## src/hw/rtl/lpe_pkg.sv

```systemverilog
// ----------------------------------------------------------------------------
// lpe_pkg
// Types and constants shared by the LED PWM effects core.
// ----------------------------------------------------------------------------
`default_nettype none

package lpe_pkg;

   localparam int CHANNELS_DEFAULT = 5;
   localparam int BUZZER_CH        = 4;

   localparam logic [9:0]  PHASE_WRAP = 10'd1000;
   localparam logic [9:0]  PHASE_HALF = 10'd500;
   localparam logic [7:0]  BUZZ_DUTY  = 8'd128;
   localparam logic [7:0]  COUNT_TOP  = 8'd255;
   localparam logic [15:0] TICK_MS    = 16'd10;
   localparam logic [15:0] STEP_RESET = 16'd10;

   // Reciprocal of 500 scaled by 2^27; exact for products below 2^27 / 272
   localparam int          RECIP_SHIFT  = 27;
   localparam int          SCALED_WIDTH = 27;
   localparam logic [18:0] RECIP        = 19'd268436;

   typedef enum logic [3:0] {
      OP_TICK       = 4'd0,
      OP_SET_DUTY   = 4'd1,
      OP_SET_TARGET = 4'd2,
      OP_FADE       = 4'd3,
      OP_SET_MODE   = 4'd4,
      OP_ENABLE     = 4'd5,
      OP_BEEP       = 4'd6,
      OP_PATTERN    = 4'd7,
      OP_STOP       = 4'd8
   } op_type;

   typedef enum logic [1:0] {
      MODE_STATIC = 2'd0,
      MODE_BREATH = 2'd1,
      MODE_FLASH  = 2'd2,
      MODE_FADE   = 2'd3
   } mode_type;

   typedef struct packed {
      op_type                    operation;
      logic [2:0]                channel;
      logic [7:0]                level;
      logic [SCALED_WIDTH-1:0]   level_scaled;
      logic [15:0]               speed;
      mode_type                  effect_mode;
      logic                      enable_flag;
      logic [15:0]               on_time_ms;
      logic [15:0]               off_time_ms;
      logic [7:0]                repeat_count;
   } cmd_type;

   typedef struct packed {
      logic       write;
      logic [7:0] duty;
   } buzz_duty_type;

endpackage

`default_nettype wire

```

## src/hw/rtl/lpe_channel.sv

```systemverilog
// ----------------------------------------------------------------------------
// lpe_channel
// State and effect update of one PWM channel, plus its pin level.
// ----------------------------------------------------------------------------
`default_nettype none

module lpe_channel import lpe_pkg::*; (
   input  wire logic          clock,
   input  wire logic          reset,
   input  wire logic          fire,
   input  wire cmd_type       cmd,
   input  wire logic          hit,
   input  wire buzz_duty_type buzz_duty,
   input  wire logic [7:0]    count_in,
   output logic               pin_out
);

   logic [7:0]              duty_ff,    duty_in;
   logic [7:0]              target_ff,  target_in;
   logic [SCALED_WIDTH-1:0] scaled_ff,  scaled_in;
   logic [9:0]              phase_ff,   phase_in;
   logic [15:0]             speed_ff,   speed_in;
   mode_type                mode_ff,    mode_in;
   logic                    enabled_ff, enabled_in;

   logic [16:0]                      phase_sum;
   logic [9:0]                       phase_step;
   logic [8:0]                       tri_x;
   logic [SCALED_WIDTH+8:0]          breath_prod;
   logic [7:0]                       breath_duty;
   logic [7:0]                       up_gap;
   logic [7:0]                       down_gap;
   logic [7:0]                       fade_duty;

   // Phase advance and triangle breathing level
   always_comb begin
      phase_sum   = {7'd0, phase_ff} + {1'b0, speed_ff};
      phase_step  = (phase_sum >= 17'(PHASE_WRAP)) ? '0 : phase_sum[9:0];
      tri_x       = (phase_step < PHASE_HALF) ? phase_step[8:0]
                                              : 9'(PHASE_WRAP - phase_step);
      breath_prod = (SCALED_WIDTH+9)'(tri_x) * (SCALED_WIDTH+9)'(scaled_ff);
      breath_duty = breath_prod[RECIP_SHIFT +: 8];
   end

   // Fade one step toward the target, clamping at it
   always_comb begin
      up_gap   = target_ff - duty_ff;
      down_gap = duty_ff - target_ff;
      if (duty_ff < target_ff) begin
         fade_duty = (speed_ff >= {8'd0, up_gap}) ? target_ff : duty_ff + speed_ff[7:0];
      end else if (duty_ff > target_ff) begin
         fade_duty = (speed_ff <= {8'd0, down_gap}) ? duty_ff - speed_ff[7:0] : target_ff;
      end else begin
         fade_duty = duty_ff;
      end
   end

   // Next state for the item in the input register
   always_comb begin
      duty_in    = duty_ff;
      target_in  = target_ff;
      scaled_in  = scaled_ff;
      phase_in   = phase_ff;
      speed_in   = speed_ff;
      mode_in    = mode_ff;
      enabled_in = enabled_ff;
      case (cmd.operation)
         OP_TICK: begin
            if (enabled_ff) begin
               case (mode_ff)
                  MODE_BREATH: begin
                     phase_in = phase_step;
                     duty_in  = breath_duty;
                  end
                  MODE_FLASH: begin
                     phase_in = phase_step;
                     duty_in  = (phase_step < PHASE_HALF) ? target_ff : '0;
                  end
                  MODE_FADE: begin
                     duty_in = fade_duty;
                  end
                  default: ;
               endcase
            end
         end
         OP_SET_DUTY: begin
            if (hit) begin
               duty_in   = cmd.level;
               target_in = cmd.level;
               scaled_in = cmd.level_scaled;
               mode_in   = MODE_STATIC;
            end
         end
         OP_SET_TARGET: begin
            if (hit) begin
               target_in = cmd.level;
               scaled_in = cmd.level_scaled;
            end
         end
         OP_FADE: begin
            if (hit) begin
               target_in = cmd.level;
               scaled_in = cmd.level_scaled;
               speed_in  = cmd.speed;
               mode_in   = MODE_FADE;
            end
         end
         OP_SET_MODE: begin
            if (hit) begin
               mode_in  = cmd.effect_mode;
               speed_in = cmd.speed;
               phase_in = '0;
            end
         end
         OP_ENABLE: begin
            if (hit) begin
               enabled_in = cmd.enable_flag;
               if (!cmd.enable_flag) begin
                  duty_in = '0;
               end
            end
         end
         default: ;
      endcase
      // Buzzer sequencer writes land after the effect update
      if (buzz_duty.write) begin
         duty_in = buzz_duty.duty;
      end
   end

   assign pin_out = enabled_in && (count_in < duty_in);

   // Hold channel state; advance on each processed item
   always_ff @(posedge clock) begin
      if (reset) begin
         duty_ff    <= '0;
         target_ff  <= '0;
         scaled_ff  <= '0;
         phase_ff   <= '0;
         speed_ff   <= STEP_RESET;
         mode_ff    <= MODE_STATIC;
         enabled_ff <= 1'b1;
      end else if (fire) begin
         duty_ff    <= duty_in;
         target_ff  <= target_in;
         scaled_ff  <= scaled_in;
         phase_ff   <= phase_in;
         speed_ff   <= speed_in;
         mode_ff    <= mode_in;
         enabled_ff <= enabled_in;
      end
   end

endmodule

`default_nettype wire

```

## src/hw/rtl/lpe_buzzer.sv

```systemverilog
// ----------------------------------------------------------------------------
// lpe_buzzer
// Beep and on/off pattern timer; issues duty writes to the buzzer channel.
// ----------------------------------------------------------------------------
`default_nettype none

module lpe_buzzer import lpe_pkg::*; (
   input  wire logic    clock,
   input  wire logic    reset,
   input  wire logic    fire,
   input  wire cmd_type cmd,
   output buzz_duty_type duty_wr
);

   logic [15:0] timer_ff,    timer_in;
   logic [7:0]  reps_ff,     reps_in;
   logic [15:0] on_ff,       on_in;
   logic [15:0] off_ff,      off_in;
   logic        sounding_ff, sounding_in;
   logic [15:0] timer_dec;

   // Count down in 10 ms steps, saturating at zero
   assign timer_dec = (timer_ff > TICK_MS) ? timer_ff - TICK_MS : '0;

   always_comb begin
      timer_in    = timer_ff;
      reps_in     = reps_ff;
      on_in       = on_ff;
      off_in      = off_ff;
      sounding_in = sounding_ff;
      duty_wr     = '0;
      case (cmd.operation)
         OP_TICK: begin
            if (timer_ff != '0) begin
               timer_in = timer_dec;
               // Timer expired: toggle pattern phase or end the beep
               if (timer_dec == '0) begin
                  if (reps_ff != '0) begin
                     if (!sounding_ff) begin
                        sounding_in = 1'b1;
                        timer_in    = on_ff;
                        duty_wr     = '{write: 1'b1, duty: BUZZ_DUTY};
                     end else begin
                        sounding_in = 1'b0;
                        timer_in    = off_ff;
                        duty_wr     = '{write: 1'b1, duty: 8'd0};
                        reps_in     = reps_ff - 8'd1;
                     end
                  end else begin
                     duty_wr = '{write: 1'b1, duty: 8'd0};
                  end
               end
            end
         end
         OP_BEEP: begin
            timer_in = cmd.on_time_ms;
            reps_in  = '0;
            duty_wr  = '{write: 1'b1, duty: BUZZ_DUTY};
         end
         OP_PATTERN: begin
            reps_in     = cmd.repeat_count;
            on_in       = cmd.on_time_ms;
            off_in      = cmd.off_time_ms;
            sounding_in = 1'b0;
            timer_in    = 16'd1;
         end
         OP_STOP: begin
            timer_in = '0;
            reps_in  = '0;
            duty_wr  = '{write: 1'b1, duty: 8'd0};
         end
         default: ;
      endcase
   end

   // Hold sequencer state; advance on each processed item
   always_ff @(posedge clock) begin
      if (reset) begin
         timer_ff    <= '0;
         reps_ff     <= '0;
         on_ff       <= '0;
         off_ff      <= '0;
         sounding_ff <= 1'b0;
      end else if (fire) begin
         timer_ff    <= timer_in;
         reps_ff     <= reps_in;
         on_ff       <= on_in;
         off_ff      <= off_in;
         sounding_ff <= sounding_in;
      end
   end

endmodule

`default_nettype wire

```

## src/hw/rtl/led_pwm_effects_with_buzzer_core.sv

```systemverilog
// ----------------------------------------------------------------------------
// led_pwm_effects_with_buzzer_core
// Five-output PWM effects engine (brake, red, green, blue, buzzer).
// ----------------------------------------------------------------------------
// Usage:
//   The req_ channel carries one command or one 10 ms tick per transfer.
//   Every transfer produces exactly one rsp_ transfer with the five pin
//   levels as they stand after that item.
//   An item taken into the input register moves on into the result register,
//   which raises rsp_valid, as soon as that register is empty or taken.
//   Throughput: one item per cycle. The item sits in an input register;
//   channel and buzzer updates plus the pin compares run in one pass into
//   the result register, bounded by the breathing multiply per channel.
//   When the receiver holds rsp_stall, the result register holds and one
//   more item waits in the input register; req_stall then rises.
//   Reset clears the counter, the buzzer timer and every channel (duty 0,
//   static mode, enabled, step 10); req_stall is high during reset.
// ----------------------------------------------------------------------------
`default_nettype none

module led_pwm_effects_with_buzzer_core import lpe_pkg::*; #(
   parameter int CHANNELS = CHANNELS_DEFAULT
) (
   input  wire logic        clock,
   input  wire logic        reset,

   input  wire logic        req_valid,
   output logic             req_stall,
   input  wire logic [3:0]  req_operation,
   input  wire logic [2:0]  req_channel,
   input  wire logic [7:0]  req_level,
   input  wire logic [15:0] req_speed,
   input  wire logic [1:0]  req_effect_mode,
   input  wire logic        req_enable_flag,
   input  wire logic [15:0] req_on_time_ms,
   input  wire logic [15:0] req_off_time_ms,
   input  wire logic [7:0]  req_repeat_count,

   output logic             rsp_valid,
   input  wire logic        rsp_stall,
   output logic             rsp_brake_out,
   output logic             rsp_red_out,
   output logic             rsp_green_out,
   output logic             rsp_blue_out,
   output logic             rsp_buzzer_out
);

   localparam int PINS = 5;

   logic          in_valid_ff;
   cmd_type       cmd_ff, cmd_in;
   logic          rsp_valid_ff;
   logic [PINS-1:0] pins_ff;
   logic [7:0]    count_ff, count_in;

   logic          advance;
   logic          take;
   logic          fire;
   buzz_duty_type buzz_duty;
   logic [CHANNELS-1:0] chan_hit;
   logic [CHANNELS-1:0] chan_pin;
   logic [PINS-1:0]     pins_in;

   // Handshake: result register frees when empty or taken
   assign advance   = !rsp_valid_ff || !rsp_stall;
   assign take      = !in_valid_ff || advance;
   assign fire      = in_valid_ff && advance;
   assign req_stall = reset || !take;

   // Pack the request; prescale the level for the breathing divide
   always_comb begin
      cmd_in.operation    = op_type'(req_operation);
      cmd_in.channel      = req_channel;
      cmd_in.level        = req_level;
      cmd_in.level_scaled = SCALED_WIDTH'(req_level) * SCALED_WIDTH'(RECIP);
      cmd_in.speed        = req_speed;
      cmd_in.effect_mode  = mode_type'(req_effect_mode);
      cmd_in.enable_flag  = req_enable_flag;
      cmd_in.on_time_ms   = req_on_time_ms;
      cmd_in.off_time_ms  = req_off_time_ms;
      cmd_in.repeat_count = req_repeat_count;
   end

   // Advance the shared PWM counter on a tick, wrapping 254 to 0
   always_comb begin
      count_in = count_ff;
      if (cmd_ff.operation == OP_TICK) begin
         count_in = (count_ff >= COUNT_TOP - 8'd1) ? 8'd0 : count_ff + 8'd1;
      end
   end

   lpe_buzzer u_buzzer (
      .clock   (clock),
      .reset   (reset),
      .fire    (fire),
      .cmd     (cmd_ff),
      .duty_wr (buzz_duty)
   );

   for (genvar c = 0; c < CHANNELS; c++) begin : g_chan
      buzz_duty_type chan_buzz;

      assign chan_hit[c] = (32'(cmd_ff.channel) == c);
      assign chan_buzz   = (c == BUZZER_CH) ? buzz_duty : '0;

      lpe_channel u_channel (
         .clock     (clock),
         .reset     (reset),
         .fire      (fire),
         .cmd       (cmd_ff),
         .hit       (chan_hit[c]),
         .buzz_duty (chan_buzz),
         .count_in  (count_in),
         .pin_out   (chan_pin[c])
      );
   end

   // Map channels onto the five pins; missing channels read low
   for (genvar k = 0; k < PINS; k++) begin : g_pin
      if (k < CHANNELS) begin : g_present
         assign pins_in[k] = chan_pin[k];
      end else begin : g_absent
         assign pins_in[k] = 1'b0;
      end
   end

   // Input register and counter
   always_ff @(posedge clock) begin
      if (reset) begin
         in_valid_ff <= 1'b0;
         count_ff    <= '0;
      end else begin
         if (take) begin
            in_valid_ff <= req_valid;
         end
         if (fire) begin
            count_ff <= count_in;
         end
      end
   end

   always_ff @(posedge clock) begin
      if (take && req_valid) begin
         cmd_ff <= cmd_in;
      end
   end

   // Result register
   always_ff @(posedge clock) begin
      if (reset) begin
         rsp_valid_ff <= 1'b0;
      end else if (advance) begin
         rsp_valid_ff <= in_valid_ff;
      end
   end

   always_ff @(posedge clock) begin
      if (fire) begin
         pins_ff <= pins_in;
      end
   end

   assign rsp_valid      = rsp_valid_ff;
   assign rsp_brake_out  = pins_ff[0];
   assign rsp_red_out    = pins_ff[1];
   assign rsp_green_out  = pins_ff[2];
   assign rsp_blue_out   = pins_ff[3];
   assign rsp_buzzer_out = pins_ff[4];

endmodule

`default_nettype wire

```

## config.mk

```make
export PLATFORM = sky130hd
export DESIGN_NAME = led_pwm_effects_with_buzzer_core
export DESIGN_NICKNAME = d
export VERILOG_FILES = /design/src/hw/rtl/lpe_pkg.sv /design/src/hw/rtl/lpe_channel.sv /design/src/hw/rtl/lpe_buzzer.sv /design/src/hw/rtl/led_pwm_effects_with_buzzer_core.sv
export SDC_FILE = /design/constraint.sdc
export NUM_CORES = 2
export LEC_CHECK = 0
export ABC_AREA = 1
export BUFFER_PORTS_ARGS = -buffer_cell sky130_fd_sc_hd__buf_4
export CAP_MARGIN = 10
export CELL_PAD_IN_SITES_DETAIL_PLACEMENT = 1
export CELL_PAD_IN_SITES_GLOBAL_PLACEMENT = 1
export CORE_MARGIN = 2
export CORE_UTILIZATION = 49
export CTS_CLUSTER_DIAMETER = 60
export DETAILED_ROUTE_END_ITERATION = 6
export MAX_ROUTING_LAYER = met4
export PLACE_DENSITY_LB_ADDON = 0.1
export RECOVER_POWER = 50
export SYNTH_ARGS = -nofsm -noshare
export SYNTH_HDL_FRONTEND = slang
export SYNTH_SLANG_ARGS = --single-unit
```

## constraint.sdc

```tcl
create_clock -name clock -period 10.2 [get_ports clock]
set_input_delay 1.02 -clock clock [delete_from_list [all_inputs] [get_ports clock]]
set_output_delay 1.02 -clock clock [all_outputs]
set_load 0.02 [all_outputs]
```

=== Word level (Yosys, flattened, before mapping) ===
Cells that the tools add are included.

* Memory bits (writable): 0
* Latch bits: 0
* Bits of input ports: 78
* Bits in registers: 521
* Memories: 0
* ROM bits: 0
* Output and inout port bits: 7

* Bitwise logic cells: 0
* Multiplexer cells: 139
* $add $sub $neg: 33
* Shifts and indexed selects: 0
* Div/mod/pow operators: 0
* Eq/ne operators: 56
* Reduce and logical (&&, ||, !) cells: 56
* Magnitude comparators: 37
* Multipliers: 6

{| class="wikitable"
|+ Operators with widths
! kind !! number
|-
| 8-bit two-way mux || 54
|-
| 8-bit one-hot mux with 3 select lines || 11
|-
| 10-bit two-way mux || 20
|-
| 9-bit by 25-bit multiplier with 33-bit output || 5
|-
| 8-bit subtractor || 15
|-
| 10-bit one-hot mux with 2 select lines || 5
|-
| 10-bit by 16-bit adder with 17-bit output || 5
|-
| 17-bit by 10-bit greater-or-equal comparator with 1-bit output, second input constant || 5
|-
| 16-bit by 8-bit greater-or-equal comparator with 1-bit output || 5
|-
| 16-bit by 8-bit less-or-equal comparator with 1-bit output || 5
|-
| 8-bit less-than comparator || 10
|-
| 16-bit two-way mux || 5
|-
| 16-bit one-hot mux with 4 select lines || 1
|-
| 9-bit two-way mux || 7
|-
| 5-bit AND reduction || 11
|-
| 10-bit by 9-bit less-than comparator with 1-bit output, second input constant || 5
|-
| 2-bit by 1-bit != test with 1-bit output, second input constant || 24
|-
| 9-bit subtractor, first input constant || 5
|-
| 8-bit adder || 5
|-
| 8-bit > comparator || 5
|-
| 3-bit AND reduction || 11
|-
| 2-bit two-way mux || 15
|-
| 2-bit one-hot mux with 3 select lines || 5
|-
| 9-bit one-hot mux with 3 select lines || 1
|-
| other kinds (33) || 87
|}

=== Depth between registers and ports, before layout ===
* Word-level depth: 12
* Gate-level depth with buffers: 57
* Gate-level depth less buffers: 56

=== By module ===
A second synthesis with hierarchy kept.

* Cells, all modules: 10585
* Area, all modules: 75798.9 um^2

{| class="wikitable"
|+ Modules (own cells, without submodules)
! module !! sequential area each (um^2) !! instances !! cells an instance !! area each (um^2)
|-
| lpe_channel (g_chan[0].u_channel ...) || 1441.4 || 2 || 1894 || 13228.9
|-
| lpe_channel (g_chan[3].u_channel) || 1441.4 || 1 || 1913 || 13361.6
|-
| lpe_channel (g_chan[4].u_channel) || 1441.4 || 1 || 1917 || 13292.7
|-
| lpe_channel (g_chan[2].u_channel) || 1441.4 || 1 || 1893 || 13237.7
|-
| led_pwm_effects_with_buzzer_core || 3263.1 || 1 || 502 || 5669.2
|-
| lpe_buzzer || 1141.1 || 1 || 572 || 3779.9
|}

=== Worst setup path after synthesis ===
No wires, ideal clock.

* Kind: register to register
* Start point: register g_chan[1].u_channel.speed_ff[1]
* End point: register pins_ff[1], data pin
* Period minus slack after synthesis: 8044 ps
* Arrival time: 7785 ps
* Path buffers: 1
* Setup time: 259 ps
* Required time: 9941 ps
* Slack: 2156 ps
* Cell stages (with the launch flop): 48
* Cell sequence: dfxtp_1 inv_1 fa_1 o21ai_1 nand2_1 nand2_1 xor2_1 nand2_1 nor2_1 nand3_1 nand2_2 inv_2 nand2_1 ha_1 inv_1 o21ai_1 a21oi_1 o21ai_0 (+12 left out) ha_1 a21oi_1 o21ai_0 nand2_1 nand2_1 a31oi_1 o21ai_0 a31oi_1 nand2_1 nand2_1 nand3_1 nand3_1 nand2_1 and3_1 ha_1 a21oi_1 o211ai_1 a21oi_1

* Cells in the longest elaborated chain, start to end: 11
* Elaborated cells on any way between the ends: 21
* Those cells by class: add/sub: 4; mul: 1; order compare: 5; mux: 10; reduce/logical: 1

{| class="wikitable"
|+ Ends and longest elaborated chain
! item !! line !! text
|-
| from (decl) || lpe_channel.sv:22 || <nowiki>logic [15:0] speed_ff, speed_in;</nowiki>
|-
| from (signal assigned) || lpe_channel.sv:148 || <nowiki>speed_ff <= speed_in;</nowiki>
|-
| 10-bit by 16-bit adder with 17-bit output || lpe_channel.sv:37 || <nowiki>phase_sum = {7'd0, phase_ff} + {1'b0, speed_ff};</nowiki>
|-
| 17-bit by 10-bit greater-or-equal comparator with 1-bit output || lpe_channel.sv:38 || <nowiki>phase_step = (phase_sum >= 17'(PHASE_WRAP)) ? '0 : phase_sum[9:0];</nowiki>
|-
| 10-bit two-way mux || lpe_channel.sv:38 ||
|-
| 9-bit subtractor or 10-bit by 9-bit less-than comparator with 1-bit output (tied branches) || lpe_channel.sv:40, lpe_channel.sv:39, lpe_channel.sv:77 ||
|-
| 9-bit two-way mux || lpe_channel.sv:39 || <nowiki>tri_x = (phase_step < PHASE_HALF) ? phase_step[8:0]</nowiki>
|-
| 9-bit by 25-bit multiplier with 33-bit output || lpe_channel.sv:41 || <nowiki>breath_prod = (SCALED_WIDTH+9)'(tri_x) * (SCALED_WIDTH+9)'(scaled_ff);</nowiki>
|-
| 8-bit one-hot mux with 3 select lines * || lpe_channel.sv:70 || <nowiki>case (mode_ff)</nowiki>
|-
| 8-bit two-way mux * || lpe_channel.sv:69 || <nowiki>if (enabled_ff) begin</nowiki>
|-
| 8-bit one-hot mux with 3 select lines * || lpe_channel.sv:67 || <nowiki>case (cmd.operation)</nowiki>
|-
| 8-bit less-than comparator * || lpe_channel.sv:131 || <nowiki>assign pin_out = enabled_in && (count_in < duty_in);</nowiki>
|-
| 1-bit logical AND * || lpe_channel.sv:131 ||
|-
| net g_chan[1].u_channel.pin_out || lpe_channel.sv:15 || <nowiki>output logic pin_out</nowiki>
|-
| to (signal assigned) || led_pwm_effects_with_buzzer_core.sv:159 || <nowiki>pins_ff <= pins_in;</nowiki>
|-
| to (decl) || led_pwm_effects_with_buzzer_core.sv:53 || <nowiki>logic [PINS-1:0] pins_ff;</nowiki>
|}

The timed path passes the listed nets; every way through them passes the cells marked *.
A chain may end at the register's enable or synchronous reset.

=== Worst setup path after layout ===
* Start point: register g_chan[2].u_channel.speed_ff[0]
* End point: register pins_ff[2], data pin

* Cells in the longest elaborated chain, start to end: 11
* Elaborated cells on any way between the ends: 21
* Those cells by class: add/sub: 4; mul: 1; order compare: 5; mux: 10; reduce/logical: 1

{| class="wikitable"
|+ Ends and longest elaborated chain
! item !! line
|-
| from (decl) || lpe_channel.sv:22
|-
| from (signal assigned) || lpe_channel.sv:148
|-
| 10-bit by 16-bit adder with 17-bit output || lpe_channel.sv:37
|-
| 17-bit by 10-bit greater-or-equal comparator with 1-bit output || lpe_channel.sv:38
|-
| 10-bit two-way mux || lpe_channel.sv:38
|-
| 9-bit subtractor or 10-bit by 9-bit less-than comparator with 1-bit output (tied branches) || lpe_channel.sv:40, lpe_channel.sv:39, lpe_channel.sv:77
|-
| 9-bit two-way mux || lpe_channel.sv:39
|-
| 9-bit by 25-bit multiplier with 33-bit output || lpe_channel.sv:41
|-
| 8-bit one-hot mux with 3 select lines * || lpe_channel.sv:70
|-
| 8-bit two-way mux * || lpe_channel.sv:69
|-
| 8-bit one-hot mux with 3 select lines * || lpe_channel.sv:67
|-
| 8-bit less-than comparator * || lpe_channel.sv:131
|-
| 1-bit logical AND * || lpe_channel.sv:131
|-
| net g_chan[2].u_channel.pin_out || lpe_channel.sv:15
|}

Marked as above.

==> impl_metrics.csv <==
group,metric,value,unit
sta,finalWorstSetupSlack,622,ps
worst_hold_path,min_path_type,"flop to flop",
run_status,status,"finished with violations",
cts,htreeDepth,3,
power_and_ir_drop,p_switching,0.00242,W
global_route,groute.usage.overall,36.9,%
cts,clkSlewWorstSetupHoldPaths,60,ps
critical_path,reg2reg_from,"g_chan[2].u_channel.speed_ff[0]",
detailed_routing,drtPass1Iterations,6,
placed_design,io_buffers,84,
cells_and_area,syn2layout_area_growth,8.31,%
cts,ctsLongestPathBuffers,3,
cts,cts_sinks,509,
cts,root_buffer,"clkbuf_16",
power_and_ir_drop,seqPwrFrac,35.6,%
power_and_ir_drop,power.internal,0.00437,W
cells_and_area,fin_nets,11300,
detailed_routing,vias,67100,
synth,yosys_warnings,0,
power_and_ir_drop,power.density,89.6,nW/um2
critical_path,crit_slowest_cell,"fa_1",
synth,synth_ff_type,"dfxtp_1",
synth,synthArstFlopShare,0,%
cts,cts_tree,"yes",
global_route,grt_max_degree,133,
detailed_routing,wire_per_inst,22.3,um
sta,fmaxAchievable,104,MHz
floorplanning,start_util,49.4,%
sta,finalSetupViolations,0,
synth,synth_fp_nets,11200,
cells_and_area,seq_area,11200,um2
critical_path,crit_path_end_kind,"flop",
synth,synth_cells,9694,
power_and_ir_drop,power.static_leakage,36.2,nW
detailed_routing,drt_iter0_drc,5064,
critical_path,critPathMaxStageDelay,500,ps
synth,synthDistinctLibCells,65,
floorplanning,core_region_area,142000,um2
cells_and_area,drive_gt1_share,4.25,%
synth,synth_seq_area_share,16.0,%
sta,tightest_slew,3940,ps
floorplanning,rows,138,
sta,fin_hold_ws,454,ps
global_route,grt-ovfl-total,0,
sta,timing.final.crit_share,93.9,%
sta,hold_viol,0,
detailed_routing,vias_per_cell,5.73,
synth,ys_ff_latch,509,
critical_path,worstPathMaxFanout,19,
critical_path,arrival,10150,ps
sta,slew_viol_final,579,
synth,synth_edf_count,102,
cts,cts_buffers,82,
sta,skew,41.9,ps
global_route,grt_pass1_vias,71800,
critical_path,critPathRequiredTime,10770,ps
detailed_routing,ant_nets,0,
floorplanning,io_pins,85,
cells_and_area,multiInputGateArea,50400,um2
cells_and_area,fillers,18300,
global_route,antenna_found_initial,36,
power_and_ir_drop,vdd_ir_drop_max,169,uV
floorplanning,die_w,382,um
sta,fin_crit,9580,ps
critical_path,path_common_cell,"nand2_1",
placed_design,dp_slack,419,ps
power_and_ir_drop,clockPowerShare,44.3,%
critical_path,cp-startpoint,"g_chan[2].u_channel.speed_ff[0]",
cts,worst_skew_pair.late_latency,730,ps
floorplanning,dieArea,146000,um2
cells_and_area,final_cell_mix,"inv_1 (1965), nand2_1 (1728), nor2_1 (1143)",
power_and_ir_drop,p_comb_share,20.2,%
worst_hold_path,hp-start,"u_buzzer.on_ff[14]",
critical_path,cp-start-kind,"flop",
detailed_routing,routed_wl,261000,um
placed_design,gp_congestion,0.975,
global_route,grt_pass1_wl,409000,um
cells_and_area,final_common_cell,"inv_1",
critical_path,timing_worst_setup_path_type,"flop to flop",
synth,synth_area_per_cell,7.22,um2
detailed_routing,drc,0,
placed_design,hpwlAfterDp,205000,um
floorplanning,die_y,382,um
run_status,violations,"max-capacitance violations, max-slew violations",
job,cap_violations,9,
synth,syn_area,70000,um2
power_and_ir_drop,swShare,35.6,%
sta,relSlewSlack,-163,%
layout make-up:
class	instances	area share, %
diodes	44	0.145
clock buffers	96	2.88
clock inverters	57	0.899
inverters	2013	10.0
multi-input cells	6907	66.4
flip-flops and latches	509	14.8
well taps	1890	3.12
repair buffers	193	1.74
repair inverters	2	0.0198
critical path: cells and delay by family, from the launching register on:
| family | cells | cell delay, ps |
|---|---|---|
| adders and majority gates | 9 | 3450 |
| AOI/OAI and AO/OA | 7 | 1360 |
| buffers and inverters | 10 | 1310 |
| and+or+nand+nor | 21 | 2900 |
| DFF | 1 | 420 |
power groups by stage:
stage	clock network [W]	logic, W	registers, W
final	0.00301	0.00137	0.00242
after global routing	0.00312	0.00152	0.00241
after CTS	0.00304	0.00135	0.00240
after detailed placement	0	0.00133	0.00244
after global placement	0	0.00127	0.00245
after floorplan	0	0.000914	0.00223
stage by stage:
stage / util (%) / area [um2] / setup TNS (ps) / total power [W] / std cells
after floorplan: - / 70000 / 0 / 0.00315 / 9694
after global placement: 51.4 / 72900 / 0 / 0.00372 / 11500
after detailed placement: 51.4 / 72900 / 0 / 0.00377 / 11500
after CTS: 53.4 / 75700 / 0 / 0.00679 / 11700
after global routing: 53.5 / 75800 / -0.530 / 0.00704 / 11700
final: 53.5 / 75800 / 0 / 0.00679 / 11700
routing by layer:
layer / share of wire, % / wire length, um / vias up / global-route usage (%)
li1: - / - / 30600 / -
met5: 0 / 0 / - / -
met1: 42 / 109000 / 33800 / 46.3
met4: 4.6 / 12000 / 0 / 16.1
met2: 47 / 122000 / 2199 / 59.2
met3: 6.9 / 18100 / 513 / 5.31
final timing paths:
check	slack (ps)	endpoint	cells after the start
setup / recovery	620	pins_ff[2]	47
hold / removal	450	u_buzzer.on_ff[14]	2
setup reg to reg	620	pins_ff[2]	47
hold reg to reg	450	u_buzzer.on_ff[14]	2
cells by family after synthesis:
logic type / synth area share (%)
flip-flops: 16.0
AND/OR/NAND/NOR: 20.8
XOR/XNOR: 2.30
AO/OA/AOI/OAI: 13.5
buffers and inverters: 12.2
adder cells (fa/ha/maj): 35.1
repair_timing:
item | CTS | global route
gates resized for setup | 0 | 21
setup buffers | 0 | 5
hold buffers | 0 | 0
endpoints found under the setup margin | 0 | 4
state kept, by name (all words and copies together) (netlist names), 8 cells and up:
name	flops
cmd_ff	97
g_chan.u_channel.phase_ff	50
u_buzzer.on_ff	16
u_buzzer.off_ff	16
count_ff	8
g_chan.u_channel.speed_ff	80
g_chan.u_channel.mode_ff	10
u_buzzer.timer_ff	16
g_chan.u_channel.target_ff	40
g_chan.u_channel.duty_ff	40
g_chan.u_channel.scaled_ff	115
u_buzzer.reps_ff	8
synthesized netlist by cell type (8+ instances only):
cell       instances  share of area (%)
a211oi_1          31               0.33
a21boi_0           8              0.086
a21o_1             9              0.097
a21oi_1          795                5.7
a221o_1           12               0.17
a221oi_1          46               0.58
a22oi_1            9              0.097
a31oi_1           32               0.29
and3_1            24               0.21
buf_1             14              0.075
buf_2              8              0.057
clkbuf_1         241                1.3
clkinv_1          25               0.13
dfxtp_1          407                 12
edfxtp_1         102                4.4
fa_1             834                 24
ha_1             632                 11
inv_1           1970                 11
inv_2             17              0.091
nand2_1         1733                9.3
nand2_2           19               0.17
nand3_1          373                2.7
nand3_2           10               0.14
nand3b_1          16               0.17
nand4_1           97               0.87
nor2_1          1145                6.1
nor2_2            12               0.11
nor3_1            73               0.52
nor4_1            28               0.25
o2111ai_1         13               0.16
o211ai_1          59               0.63
o21a_1            12               0.13
o21ai_0          549                3.9
o21ai_1           26               0.19
o21bai_1          15               0.16
o22ai_1           27               0.24
o41ai_1           10               0.13
or2_2             14               0.13
xnor2_1           50               0.63
xor2_1           134                1.7
(Power assumes the default switching activity.)
